$ cat src/rtl/smm_pkg.sv
package smm_pkg;

  localparam int MAX_DIM_DEF   = 8;
  localparam int FRAC_BITS_DEF = 16;

  localparam int DIM_W    = 4;
  localparam int IDX_W    = 3;
  localparam int ADDR_W   = 6;
  localparam int DATA_W   = 32;
  localparam int DEPTH    = 64;
  localparam int CFG_AW   = 4;
  localparam int CFG_DW   = 32;

  localparam logic [1:0] REQ_LOAD_A  = 2'd0;
  localparam logic [1:0] REQ_LOAD_B  = 2'd1;
  localparam logic [1:0] REQ_COMPUTE = 2'd2;

  localparam logic [1:0] REG_INNER_LEN = 2'd0;
  localparam logic [1:0] REG_OUT_COLS  = 2'd1;
  localparam logic [1:0] REG_OUT_ROWS  = 2'd2;

  typedef struct packed {
    logic [1:0]               req_type;
    logic [ADDR_W-1:0]        elem_index;
    logic signed [DATA_W-1:0] elem_value;
  } in_item_t;

  typedef struct packed {
    logic [ADDR_W-1:0]        result_index;
    logic signed [DATA_W-1:0] result_value;
    logic                     last;
  } out_item_t;

  typedef enum logic [1:0] {
    ST_IDLE,
    ST_ISSUE,
    ST_DRAIN
  } state_t;

  typedef struct packed {
    logic             wr_a;
    logic             wr_b;
    logic             issue;
    logic             clear;
    logic             emit;
    logic             last;
    logic [IDX_W-1:0] k;
    logic [IDX_W-1:0] r;
    logic [IDX_W-1:0] c;
  } dp_cmd_t;

  typedef struct packed {
    logic pipe_busy;
  } dp_status_t;

endpackage

$ cat src/rtl/smm_ctrl.sv
module smm_ctrl (
  input  logic                         clk,
  input  logic                         rst_n,
  input  logic                         start,
  input  logic [1:0]                   req_type,
  input  logic [smm_pkg::DIM_W-1:0]    dim_inner,
  input  logic [smm_pkg::DIM_W-1:0]    dim_cols,
  input  logic [smm_pkg::DIM_W-1:0]    dim_rows,
  input  smm_pkg::dp_status_t          status,
  output logic                         busy,
  output smm_pkg::dp_cmd_t             cmd
);

  smm_pkg::state_t state_r, state_nxt;
  logic [smm_pkg::IDX_W-1:0] k_r, k_nxt;
  logic [smm_pkg::IDX_W-1:0] r_r, r_nxt;
  logic [smm_pkg::IDX_W-1:0] c_r, c_nxt;
  logic accept;
  logic k_last, c_last, r_last;

  assign accept = start && (state_r == smm_pkg::ST_IDLE);
  assign k_last = ({1'b0, k_r} + 4'd1) == dim_inner;
  assign c_last = ({1'b0, c_r} + 4'd1) == dim_cols;
  assign r_last = ({1'b0, r_r} + 4'd1) == dim_rows;

  always_ff @(posedge clk) begin
    if (!rst_n) begin
      state_r <= smm_pkg::ST_IDLE;
      k_r     <= '0;
      r_r     <= '0;
      c_r     <= '0;
    end else begin
      state_r <= state_nxt;
      k_r     <= k_nxt;
      r_r     <= r_nxt;
      c_r     <= c_nxt;
    end
  end

  always_comb begin
    state_nxt = state_r;
    k_nxt     = k_r;
    r_nxt     = r_r;
    c_nxt     = c_r;
    cmd       = '0;
    cmd.k     = k_r;
    cmd.r     = r_r;
    cmd.c     = c_r;
    cmd.last  = r_last && c_last;
    busy      = 1'b1;
    case (state_r)
      smm_pkg::ST_IDLE: begin
        busy = 1'b0;
        if (accept) begin
          cmd.wr_a = (req_type == smm_pkg::REQ_LOAD_A);
          cmd.wr_b = (req_type == smm_pkg::REQ_LOAD_B);
          // An empty result shape gives no transfer at all.
          if (req_type == smm_pkg::REQ_COMPUTE && dim_cols != '0 && dim_rows != '0) begin
            cmd.clear = 1'b1;
            k_nxt     = '0;
            r_nxt     = '0;
            c_nxt     = '0;
            state_nxt = smm_pkg::ST_ISSUE;
          end
        end
      end
      smm_pkg::ST_ISSUE: begin
        if (dim_inner == '0) begin
          state_nxt = smm_pkg::ST_DRAIN;
        end else begin
          cmd.issue = 1'b1;
          if (k_last) begin
            k_nxt     = '0;
            state_nxt = smm_pkg::ST_DRAIN;
          end else begin
            k_nxt = k_r + 1'b1;
          end
        end
      end
      smm_pkg::ST_DRAIN: begin
        // The accumulator is final once no product is left in flight.
        if (!status.pipe_busy) begin
          cmd.emit  = 1'b1;
          cmd.clear = 1'b1;
          if (c_last) begin
            c_nxt = '0;
            r_nxt = r_r + 1'b1;
          end else begin
            c_nxt = c_r + 1'b1;
          end
          state_nxt = (r_last && c_last) ? smm_pkg::ST_IDLE : smm_pkg::ST_ISSUE;
        end
      end
      default: begin
        state_nxt = smm_pkg::ST_IDLE;
      end
    endcase
  end

endmodule

$ cat config.mk
export PLATFORM = sky130hd
export DESIGN_NAME = smm_ctrl
export DESIGN_NICKNAME = d
export VERILOG_FILES = /design/src/rtl/smm_pkg.sv /design/src/rtl/smm_ctrl.sv
export SDC_FILE = /design/constraint.sdc
export NUM_CORES = 1
export LEC_CHECK = 0
export CAP_MARGIN = 20
export CORE_MARGIN = 2
export CORE_UTILIZATION = 54
export DETAILED_ROUTE_END_ITERATION = 7
export DONT_BUFFER_PORTS = 1
export GPL_ROUTABILITY_DRIVEN = 1
export GPL_TIMING_DRIVEN = 0
export PLACE_DENSITY = 0.72
export SLEW_MARGIN = 25
export SYNTH_ARGS = -nofsm -noshare
export SYNTH_HDL_FRONTEND = slang
export SYNTH_SLANG_ARGS = --single-unit
export TNS_END_PERCENT = 5
$ cat constraint.sdc
create_clock -name clk -period 1.9 [get_ports clk]
set_clock_uncertainty 0.15 [all_clocks]
set_input_delay 0.19 -clock clk [delete_from_list [all_inputs] [get_ports clk]]
set_output_delay 0.19 -clock clk [all_outputs]
set_load 0.005 [all_outputs]
==> summary.md, run 1 <==
| Metric | Value |
|---|---|
| Outcome | `finished with violations` |
| Failing checks | `negative hold slack, negative setup slack` |
| Nets@finish | `roughly 130` |
| Avg WL per Cell | `15.7 microns` |
| Cell area after synthesis | `826 sq um` |
| Predominant post-synthesis flop cell | `dfxtp_1` |
| Die H | `between 40 and 50 microns` |
| Main area contributors after synthesis | `dfxtp_1 (27%), xor2_1 (7.4%), ha_1 (4.5%)` |
| Worst hold slack | `-78.8 ps` |
| Leakage power | `0.391 nW` |
| Top Ports | `34` |
| Sequential share of the synthesized area | `0.267` |
| Clk root buf | `clkbuf_4` |
| Global-route wire length before repair | `~3000 microns` |
| Rel. slew slack | `0.558` |
| Vias per Instance | `6.28` |
| Row count | `14` |
| Minimum clock period | `around 2000 ps` |
| Avg Cell Area, Syn | `between 8 and 9 sq um` |
| Synth Net Count | `about 120` |
| Overall power | `466 uW` |
| Number of max-cap violations | `0` |
| Setup TNS | `-300 ps` |
| Comb pwr share | `0.168` |
| DIE AREA | `1860 sq um` |
| Hold-fix buffers at CTS | `1` |
| Worst Hold Class | `input port to flip-flop` |
| Cell taking the most area after synthesis | `dfxtp_1` |
| NetSw | `around 110 uW` |
| Slew Viols, Final | `0` |
| Placed insts | `113` |
| CTS Buf Count | `3` |
| Yosys top cell area share | `0.267` |
| Global-route usage over all layers | `0.215` |
| Post-DP HPWL | `1360 microns` |
| Largest net degree at the start of global routing | `11` |
| Worst-Skew Late Latency | `270 ps` |
| Final WL | `1910 microns` |
| Setup WS pre-CTS | `-194 ps` |
| Final setup viols | `7` |
| Pwr/cell area | `479 nW/um^2` |
| Synth Warn # | `0` |
| Fmax | `between 0.5 and 0.6 GHz` |
| P_int | `352 uW` |
| Arrival @ worst endpoint | `1970 ps` |
| Commonest cells post-synth | `dfxtp_1 (11), nand3_1 (7), xor2_1 (7)` |
| Post-layout util | `0.662` |
| DP Area | `846 sq um` |
| CORE AREA | `1470 sq um` |
| Seq cells post-synth | `11` |
| Placer Congestion | `0.742` |
| Clock slew at the register clock pins of the worst setup and hold paths | `70 ps` |
| Residual DRC | `0` |
| CP max FO | `6` |
| Worst-Margin Slew | `655 ps` |
| Via count of the first global-routing pass | `727` |
| Die W | `about 43 microns` |
| Post-Layout Inst Area | `~970 sq um` |
| Post-layout worst setup margin | `-64.2 ps` |
| Worst Path Class, Setup | `flip-flop to flip-flop` |
| ANT nets after route | `0` |
| Maximum VDD drop | `0.376 mV` |
| Final hold violations | `3` |
| Final Cycle Share | `1.03` |
| Distinct cell type count after synthesis | `43` |
| Ys async rst share | `0` |
| Final cell count without fillers | `122` |
| Total grt overflow | `0` |
| Buffer depth of the longest clock path | `2` |
| Initial Utilization | `0.561` |
| CP Capture Type | `flip-flop` |
| Antenna violations before repair | `0` |
| CTS sink cnt | `11` |
| # port buffers | `0` |
| Critical Path RT | `roughly 1900 ps` |
| RSZ-0062 raised after global routing | `yes` |
| Via Count | `766` |
| Sequential power share | `0.500` |
| Clk pwr share | `0.332` |
| Synthesis-to-layout area growth | `17.9%` |
| H-tree Lvls | `1` |
| Ant. Diodes | `0` |
| DRT Pass-1 Iters | `5` |
| Iteration-0 DRC Markers | `22` |
| Synth Instances | `97` |
| Cell with the most instances after synthesis | `dfxtp_1` |
| CTS tree | `done` |
| EDFF count, synth | `0` |
| Layout cell share with drive strength beyond 1 | `0.302` |
| Type of origin of the critical path | `flip-flop` |
| Switching Fraction | `0.246` |
flip-flops by register name, summed over array words and instances (netlist names):
signal,cells
c_r,3
k_r,3
r_r,3
state_r,2
area by class of cell:
cell class                 instances  area (sq um)
buffer                             1          3.75
clock buffer                       4          26.3
fill                             119           498
inverter                           4          15.0
multi-input combinational         81           637
sequential                        11           231
tap                               16          20.0
timing repair buffer               5          40.0
cell families (layout without fill, tap and decap cells):
| kind of cell | after synthesis | count (layout) | share of synthesized area |
|---|---|---|---|
| xor+xnor | 11 | 11 | 0.117 |
| flops | 11 | 11 | 0.267 |
| buf+inv | 5 | 14 | 0.0227 |
| fa+ha+maj | 3 | 3 | 0.0455 |
| compound gates | 22 | 22 | 0.223 |
| simple gates | 45 | 45 | 0.326 |
layer usage:
metal	track usage	part of all wire
met1	0.217	0.38
met2	0.406	0.56
met3	0.0936	0.055
met4	0.0364	0.0047
met5	0	0
critical path, stage by stage, from the launching register on:
cell	delay (ps)
dfxtp_4	340
or3b_4	380
o41a_1	500
a21o_1	230
a32o_1	250
final timing paths:
kind	from	end	slack [ps]	cells after the start
worst max register to register	state_r[1]$_SDFFE_PN0P_	r_r[1]$_SDFFE_PN0P_	-60	4
worst min register to register	c_r[1]$_SDFFE_PN0P_	c_r[1]$_SDFFE_PN0P_	340	2
worst max-delay path	state_r[1]$_SDFFE_PN0P_	r_r[1]$_SDFFE_PN0P_	-60	4
worst min-delay path	rst_n	r_r[0]$_SDFFE_PN0P_	-80	1
placed cells by master, fill, tap and decap left out, drive strengths merged, types with 3 or more instances in the layout:
master,instances
dfxtp,11
nand3,7
xor2,7
nand2,6
clkbuf,5
nand2b,4
buf,4
xnor2,4
inv,4
nor3,4
a21boi,4
nand4,3
a31o,3
nor2b,3
nor2,3
ha,3
repair_timing:
action,in CTS,in global routing
pin swaps,6,3
gates resized for setup,16,5
hold endpoints to repair,4,3
setup endpoints to repair,12,13
buffers inserted,4,0
power groups by stage:
stage,sequential (mW),clock (mW),combinational [mW]
6_report,0.233,0.155,0.0782
5_1_grt,0.233,0.169,0.0854
4_1_cts,0.233,0.162,0.0734
3_5_place_dp,0.242,0,0.0581
3_3_place_gp,0.242,0,0.0568
2_1_floorplan,0.241,0,0.0498
Power figures use the tool's default switching activity.
==> inputs of run 2 (changes only) <==
--- a/config.mk
+++ b/config.mk
@@ -12,7 +12,7 @@
 export DONT_BUFFER_PORTS = 1
 export GPL_ROUTABILITY_DRIVEN = 1
 export GPL_TIMING_DRIVEN = 0
-export PLACE_DENSITY = 0.72
+export PLACE_DENSITY = 0.79
 export SLEW_MARGIN = 25
 export SYNTH_ARGS = -nofsm -noshare
 export SYNTH_HDL_FRONTEND = slang
==> run 2 against run 1 <==
Compared with the run above: the run ends with negative setup slack left; non-clock buffer count fell by 2; largest cell class unchanged; first-iteration DRC count rose by 9.1%; sequential cell count did not move; combinational power fell by 6.3%; count of clock-buffer cells in the layout did not move; utilization fell by 0.60 points; largest power group unchanged; critical endpoint is now state_r[1]$_SDFFE_PN0P_.
==> summary.md, run 2 (synthesis gave the netlist of run 1 again) <==
| Metric | Value |
|---|---|
| Outcome | `finished with violations` |
| Failing checks | `negative setup slack` |
| Die H | `43.1 microns` |
| Register Area | `238 sq um` |
| Arrival @ worst endpoint | `just over 2000 ps` |
| DRT Pass-1 Iters | `4` |
| Critical-path cell list | `or3b_4, or4_4, nand2_4, nand2_1, a31o_2` |
| Final Cycle Share | `1.05` |
| Vias per Instance | `6.66` |
| Worst-Margin Slew | `858 ps` |
| Iteration-0 DRC Markers | `24` |
| CORE AREA | `1470 sq um` |
| Clk pwr share | `0.340` |
| Global-route usage over all layers | `0.214` |
| Switching Fraction | `0.255` |
| CP delay by family, top | `simple AND/OR/NAND/NOR gates` |
| Largest net degree at the start of global routing | `11` |
| Buffer depth of the longest clock path | `2` |
| Hold endpoint | `state_r[1]$_SDFFE_PN0P_` |
| Final hold violations | `0` |
| Worst hold slack | `41.1 ps` |
| ANT nets after route | `0` |
| Global-route wire length before repair | `3070 microns` |
| Ant. Diodes | `0` |
| Rel. slew slack | `0.420` |
| Multi-input gate area | `637 sq um` |
| NetSw | `117 uW` |
| Die W | `roughly 43 microns` |
| CP max FO | `4` |
| Via count of the first global-routing pass | `around 750` |
| Worst R2R Start | `state_r[1]$_SDFFE_PN0P_` |
| Nets@finish | `roughly 130` |
| Post-DP HPWL | `1470 microns` |
| Worst-Skew Late Latency | `260 ps` |
| Commonest cells after routing, fill and taps aside | `nand3_1 (7), xor2_1 (6), nand2_1 (5), dfxtp_1 (5)` |
| CTS sink cnt | `11` |
| Initial Utilization | `0.561` |
| Worst Hold Class | `input port to flip-flop` |
| Worst Path Buf+Inv | `0` |
| Setup TNS | `-492 ps` |
| Fillers | `128` |
| RSZ-0062 raised after global routing | `yes` |
| Number of max-cap violations | `0` |
| Synthesis-to-layout area growth | `16.8%` |
| Most common cell after layout, fill and taps aside | `nand3_1` |
| Sequential power share | `0.501` |
| Clk root buf | `clkbuf_4` |
| Residual DRC | `0` |
| Final WL | `2140 microns` |
| Type of origin of the critical path | `flip-flop` |
| Worst r2r path cells | `5` |
| CP Capture Type | `flip-flop` |
| # port buffers | `0` |
| Antenna violations before repair | `0` |
| Placer Congestion | `0.769` |
| CP max stage delay | `570 ps` |
| Setup WS pre-CTS | `-200 ps` |
| Leakage power | `0.370 nW` |
| Reg2Reg Setup Slack | `-100 ps` |
| Slew Viols, Final | `0` |
| Slowest library cell on the worst path | `or4_4` |
| Largest registers | `c_r (3), k_r (3), r_r (3)` |
| Fmax | `about 0.5 GHz` |
| Final setup viols | `9` |
| Pwr/cell area | `478 nW/um^2` |
| Post-layout worst setup margin | `-104 ps` |
| Critical Path RT | `1910 ps` |
| Clock slew at the register clock pins of the worst setup and hold paths | `70 ps` |
| FF-to-FF End | `state_r[1]$_SDFFE_PN0P_` |
| Row count | `14` |
| Minimum clock period | `2000 ps` |
| Comb pwr share | `0.159` |
| Via Count | `799` |
| Min-delay src | `status` |
| DIE AREA | `1860 sq um` |
| Hold Path Depth | `2` |
| Layout cell share with drive strength beyond 1 | `0.269` |
| Total grt overflow | `0` |
| Maximum VDD drop | `between 0.2 and 0.3 mV` |
| Top Ports | `34` |
| CTS tree | `done` |
| Avg WL per Cell | `17.8 microns` |
| Post-layout util | `0.656` |
| P_int | `344 uW` |
| CTS Buf Count | `3` |
| Worst Path Class, Setup | `flip-flop to flip-flop` |
| H-tree Lvls | `1` |
==> run 2: worst max-delay path by stage <==
stage | start | endpoint | slack (ps) | cells after the start
final | state_r[1]$_SDFFE_PN0P_ | state_r[1]$_SDFFE_PN0P_ | -100 | 5
after global routing | state_r[1]$_SDFFE_PN0P_ | state_r[1]$_SDFFE_PN0P_ | -130 | 5
after CTS | state_r[1]$_SDFFE_PN0P_ | cmd[11] | -120 | 3
after detailed placement | c_r[0]$_SDFFE_PN0P_ | r_r[1]$_SDFFE_PN0P_ | -200 | 6
after global placement | state_r[1]$_SDFFE_PN0P_ | state_r[1]$_SDFFE_PN0P_ | -140 | 5
after floorplan | state_r[1]$_SDFFE_PN0P_ | state_r[1]$_SDFFE_PN0P_ | -30 | 5
==> run 2: power by group through the flow <==
stage,Sequential [mW],Combinational [mW],Clock (mW)
2_1_floorplan,0.241,0.0498,0
3_3_place_gp,0.241,0.0566,0
3_5_place_dp,0.242,0.0584,0
4_1_cts,0.235,0.0694,0.160
5_1_grt,0.231,0.0796,0.170
6_report,0.231,0.0733,0.157
==> run 2: final cells by class <==
type                            count  share of cell area
Multi-Input combinational cell     81               0.660
Timing Repair Buffer                3              0.0259
Clock buffer                        4              0.0272
Sequential cell                    11               0.246
Buffer                              1             0.00389
Tap cell                           16              0.0208
Inverter                            4              0.0156
==> run 2: routing by layer <==
layer	GRT usage	up-vias	share of wire
met1	0.235	383	0.37
met4	0.0545	0	0.016
met5	0	-	0
met3	0.0766	4	0.058
met2	0.385	32	0.56
li1	-	380	-
==> run 2: what timing repair did <==
item / in CTS / in global routing
pin swaps: 6 / 4
hold endpoints to repair: 4 / 0
setup buffers: 2 / 0
hold buffers: 1 / 0
setup endpoints to repair: 13 / 13
resized for setup: 11 / 10
==> run 2: metrics by stage <==
stage          area, sq um  power (mW)  std cells
4_1_cts                930       0.464        120
2_1_floorplan          826       0.290         97
3_3_place_gp           846       0.298        113
3_5_place_dp           846       0.300        113
6_report               965       0.461        120
5_1_grt                965       0.480        120
